[src/hdl/bf7_ram.sv]
// ----------------------------------------------------------------------------
// bf7_ram
// Generic simple dual-port RAM, one write and one registered read port.
// ----------------------------------------------------------------------------
module bf7_ram #(
    parameter int WIDTH = 8,
    parameter int DEPTH = 512
) (
    input  logic                     i_clk,
    input  logic                     i_we,
    input  logic [$clog2(DEPTH)-1:0] i_waddr,
    input  logic [WIDTH-1:0]         i_wdata,
    input  logic                     i_re,
    input  logic [$clog2(DEPTH)-1:0] i_raddr,
    output logic [WIDTH-1:0]         o_rdata
);

    logic [WIDTH-1:0] r_mem [DEPTH];
    logic [WIDTH-1:0] r_rdata;

    always_ff @(posedge i_clk) begin
        if (i_we) begin
            r_mem[i_waddr] <= i_wdata;
        end
        if (i_re) begin
            r_rdata <= r_mem[i_raddr];
        end
    end

    assign o_rdata = r_rdata;

endmodule

[config.mk]
export PLATFORM = sky130hd
export DESIGN_NAME = bf7_ram
export DESIGN_NICKNAME = d
export VERILOG_FILES = /design/src/hdl/bf7_ram.sv
export SDC_FILE = /design/constraint.sdc
export NUM_CORES = 2
export LEC_CHECK = 0
export BUFFER_PORTS_ARGS = -buffer_cell sky130_fd_sc_hd__buf_2
export CAP_MARGIN = 15
export CORE_MARGIN = 2
export CORE_UTILIZATION = 36
export CTS_CLUSTER_SIZE = 8
export DETAILED_ROUTE_END_ITERATION = 10
export HOLD_SLACK_MARGIN = 0.02
export PLACE_DENSITY = 0.53
export SLEW_MARGIN = 20
export SYNTH_ARGS = -nofsm -noshare
export SYNTH_HDL_FRONTEND = slang
export SYNTH_SLANG_ARGS = --single-unit
[constraint.sdc]
create_clock -name i_clk -period 2.65 [get_ports i_clk]
set_input_delay 0.1325 -clock i_clk [delete_from_list [all_inputs] [get_ports i_clk]]
set_output_delay 0.1325 -clock i_clk [all_outputs]
set_load 0.1 [all_outputs]
==> reports/qor.yml <==
place:
  place_congestion: 0.904
  portBuffers: 36
  place_ws_ps: -958
  placed_area_um2: 178000
  hpwl_um: 300000
setup_path:
  worstPathCellList: "mux2i_1, o221ai_1, nor3_1, nor4_2, buf_4, o311ai_0, buf_4, nor4_4, o2111a_1"
  worstPathArrival_ps: 3500
  critical_path_depth: 9
  r2r_slack_ps: 40
  reg2reg_depth: 9
  critPathLaunch: "r_mem[34][2]"
  worstReg2RegStart: "r_mem[34][2]"
  cp_top_family: "simple AND/OR/NAND/NOR gates"
  cp_slowest_cell: "nor4_2"
  critPathMaxStageDelay_ps: 470
  path_buf_inv: 2
  critPathRequiredTime_ps: 3540
  path_max_fanout: 2
  r2r_end: "o_rdata[2]"
  critPathLaunchType: "flip-flop"
  end_kind: "flip-flop"
  path_common_cell: "buf_4"
  criticalPathCategory: "flip-flop to flip-flop"
cts:
  clkTransAtPathRegs_ps: 50
  htreeDepth: 6
  cts_setup_buffers: 0
  clk_latency_ps: 1030
  clockRootBuffer: "clkbuf_16"
  cts_tree: "yes"
  clk_path_buf_depth: 4
  clock_sinks: 4104
  cts_buffers: 585
sta:
  hold_viol_final: 0
  fin_hold_ws_ps: 107
  setup_slack_ps: 36.7
  fmax_mhz: 383
  slew_violations: 0
  fin_skew_ps: 53.4
  finalSetupViolations: 0
  maxSlewHeadroom_pct: 15.5
  fin_crit_sh_pct: 98.6
  fin_crit_ps: 2610
  tightest_slew_ps: 1250
route:
  drt_pass1_iterations: 6
  ant_nets: 0
  met2_length_um: 222000
  dr_wl_met3_um: 29000
  via_per_inst: 5.53
  wirelength_um: 459000
  drc: 0
  avgRoutedWirePerCell_um: 29.5
  num_vias: 86100
  routed.top_layer: "met5"
  wl_met1_um: 194000
  drtIter0Drc: 9138
floorplan:
  fp.dieH_um: 671
  die-area_um2: 450000
  row_count: 244
  core-area_um2: 442000
  ios: 37
  start_util_pct: 36.2
  die-width_um: 671
worst_hold_path:
  min_path_type: "input pin to flip-flop"
  worstHoldPathCells: 7
  min_from: "i_waddr[7]"
  min_to: "r_mem[426][6]"
grt:
  globalRouteOverflowTotal: 0
  grt_use_total_pct: 19.9
  grt_pass1_vias: 88400
  grt_pass1_wl_um: 651000
  antenna_found_initial: 22
  grt_max_degree: 131
synthesis:
  yosys_most_used_dff: "edfxtp_1"
  yosysWarnings: 0
  synth_cell_type_count: 50
  synthArstFlopShare_pct: 0
  synth_area_um2: 160000
  yosysSeqAreaShare_pct: 77.0
  synth-edff-count: 4104
  synth.top_cell.area_share_pct: 77.0
  synthCells: 8030
  synth_nets: 8059
  avgSynthCellArea_um2: 19.9
  synth_area_leaders: "edfxtp_1 77%, mux4_2 9.2%, mux2i_1 5.0%"
  yosysTopAreaCell: "edfxtp_1"
  ys_seq_elements: 4104
cells_and_area:
  final_area_um2: 194000
  layout_commonest_cell: "edfxtp_1"
  drive_above_1_share_pct: 29.4
  final_core_util_pct: 44.0
  area_growth_pct: 21.5
  final_net_count: 9621
  final_cell_mix: "4104 x edfxtp_1, 1237 x buf_4, 796 x mux2i_1"
run:
  drv_cap: 0
pwr:
  ir_worst_vdd_uv: 721
  power_density_nw_per_um2: 749
  p_leak_nw: 64.4
  total_power_mw: 146
status:
  status: "completed"
## registers in the layout, indices dropped and copies added, names as in the netlist
name     flops
o_rdata      8
r_mem     4096
## cell families after synthesis
kind of cell / share of synthesized area [%]
AND/OR/NAND/NOR: 2.63
AO/OA/AOI/OAI: 4.31
multiplexers: 14.2
flip-flops: 77.0
buffers and inverters: 1.85
## routing by layer
metal  vias to the layer above  GRT usage (%)
met5                         -              0
met2                      3283           32.8
met3                       682           2.87
met4                         2           6.02
li1                      36400              -
met1                     45700           27.5
## synth_stat cells, types with 2 or more instances
library cell	n
nor3b_1	8
buf_6	64
a22oi_1	61
clkbuf_1	265
a22o_1	5
nand2b_1	4
a31oi_1	2
o311ai_0	5
nor2_1	597
or2_2	4
o21ai_0	118
a211o_1	2
and2_1	20
and3_1	4
nand2_1	111
or3_1	6
edfxtp_1	4104
buf_4	70
o22a_1	3
a2111oi_0	3
o22ai_1	163
nor4_1	36
buf_12	5
inv_1	2
buf_8	11
a21oi_1	194
o31ai_1	13
nor2b_1	6
and3b_1	4
o2111a_1	8
buf_2	57
nand4_1	32
mux4_2	654
mux2i_1	797
nor3_1	109
buf_1	41
o41ai_1	7
o221ai_1	371
nand3_1	36
o211ai_1	2
a211oi_1	17
## timing repair
| action | CTS | global route |
|---|---|---|
| setup endpoints to repair | 7 | 8 |
| hold buffers | 18 | 0 |
| endpoints found under the hold margin | 4172 | 0 |
| resized for setup | 20 | 27 |
| pin swaps | 3 | 5 |
## worst max path at each step
| stage | endpoint | slack [ps] |
|---|---|---|
| after global routing | o_rdata[1] | -3 |
| after CTS | o_rdata[4] | 2 |
| after floorplan | o_rdata[0] | 410 |
| after detailed placement | o_rdata[2] | -960 |
| final | o_rdata[2] | 40 |
| after global placement | o_rdata[2] | -950 |
## per-stage QoR
step	setup TNS (ps)	std cells
after CTS	0	15600
after floorplan	0	8030
after global placement	-6770	14900
final	0	15600
after detailed placement	-6670	14900
after global routing	-2.81	15600
## report_power, final
| group | total (mW) | internal [mW] | switching [mW] | leakage, nW |
|---|---|---|---|---|
| sequential | 71.7 | 71.7 | 0.0514 | 36.9 |
| clock | 66.0 | 39.8 | 26.1 | 7.71 |
| combinational | 7.89 | 2.93 | 4.96 | 19.8 |
## tightest hold or removal path: stages
cell     delay [ps]
buf_2           200
nand2_1         100
nor2_1           40
buf_4           170
nand2_1          90
nor2_1           40
buf_4           170
## cell type report
| cell class | count | area (um^2) |
|---|---|---|
| fillers | 37800 | 248000 |
| flip-flops and latches | 4104 | 123000 |
| multi-input cells | 3410 | 34300 |
| clock buffers | 603 | 15000 |
| repair buffers | 1488 | 13700 |
| well taps | 5904 | 7390 |
| clock inverters | 50 | 694 |
| diodes | 8 | 20.0 |
| inverters | 3 | 18.8 |
Note: power is estimated with default switching activity, not from simulation.
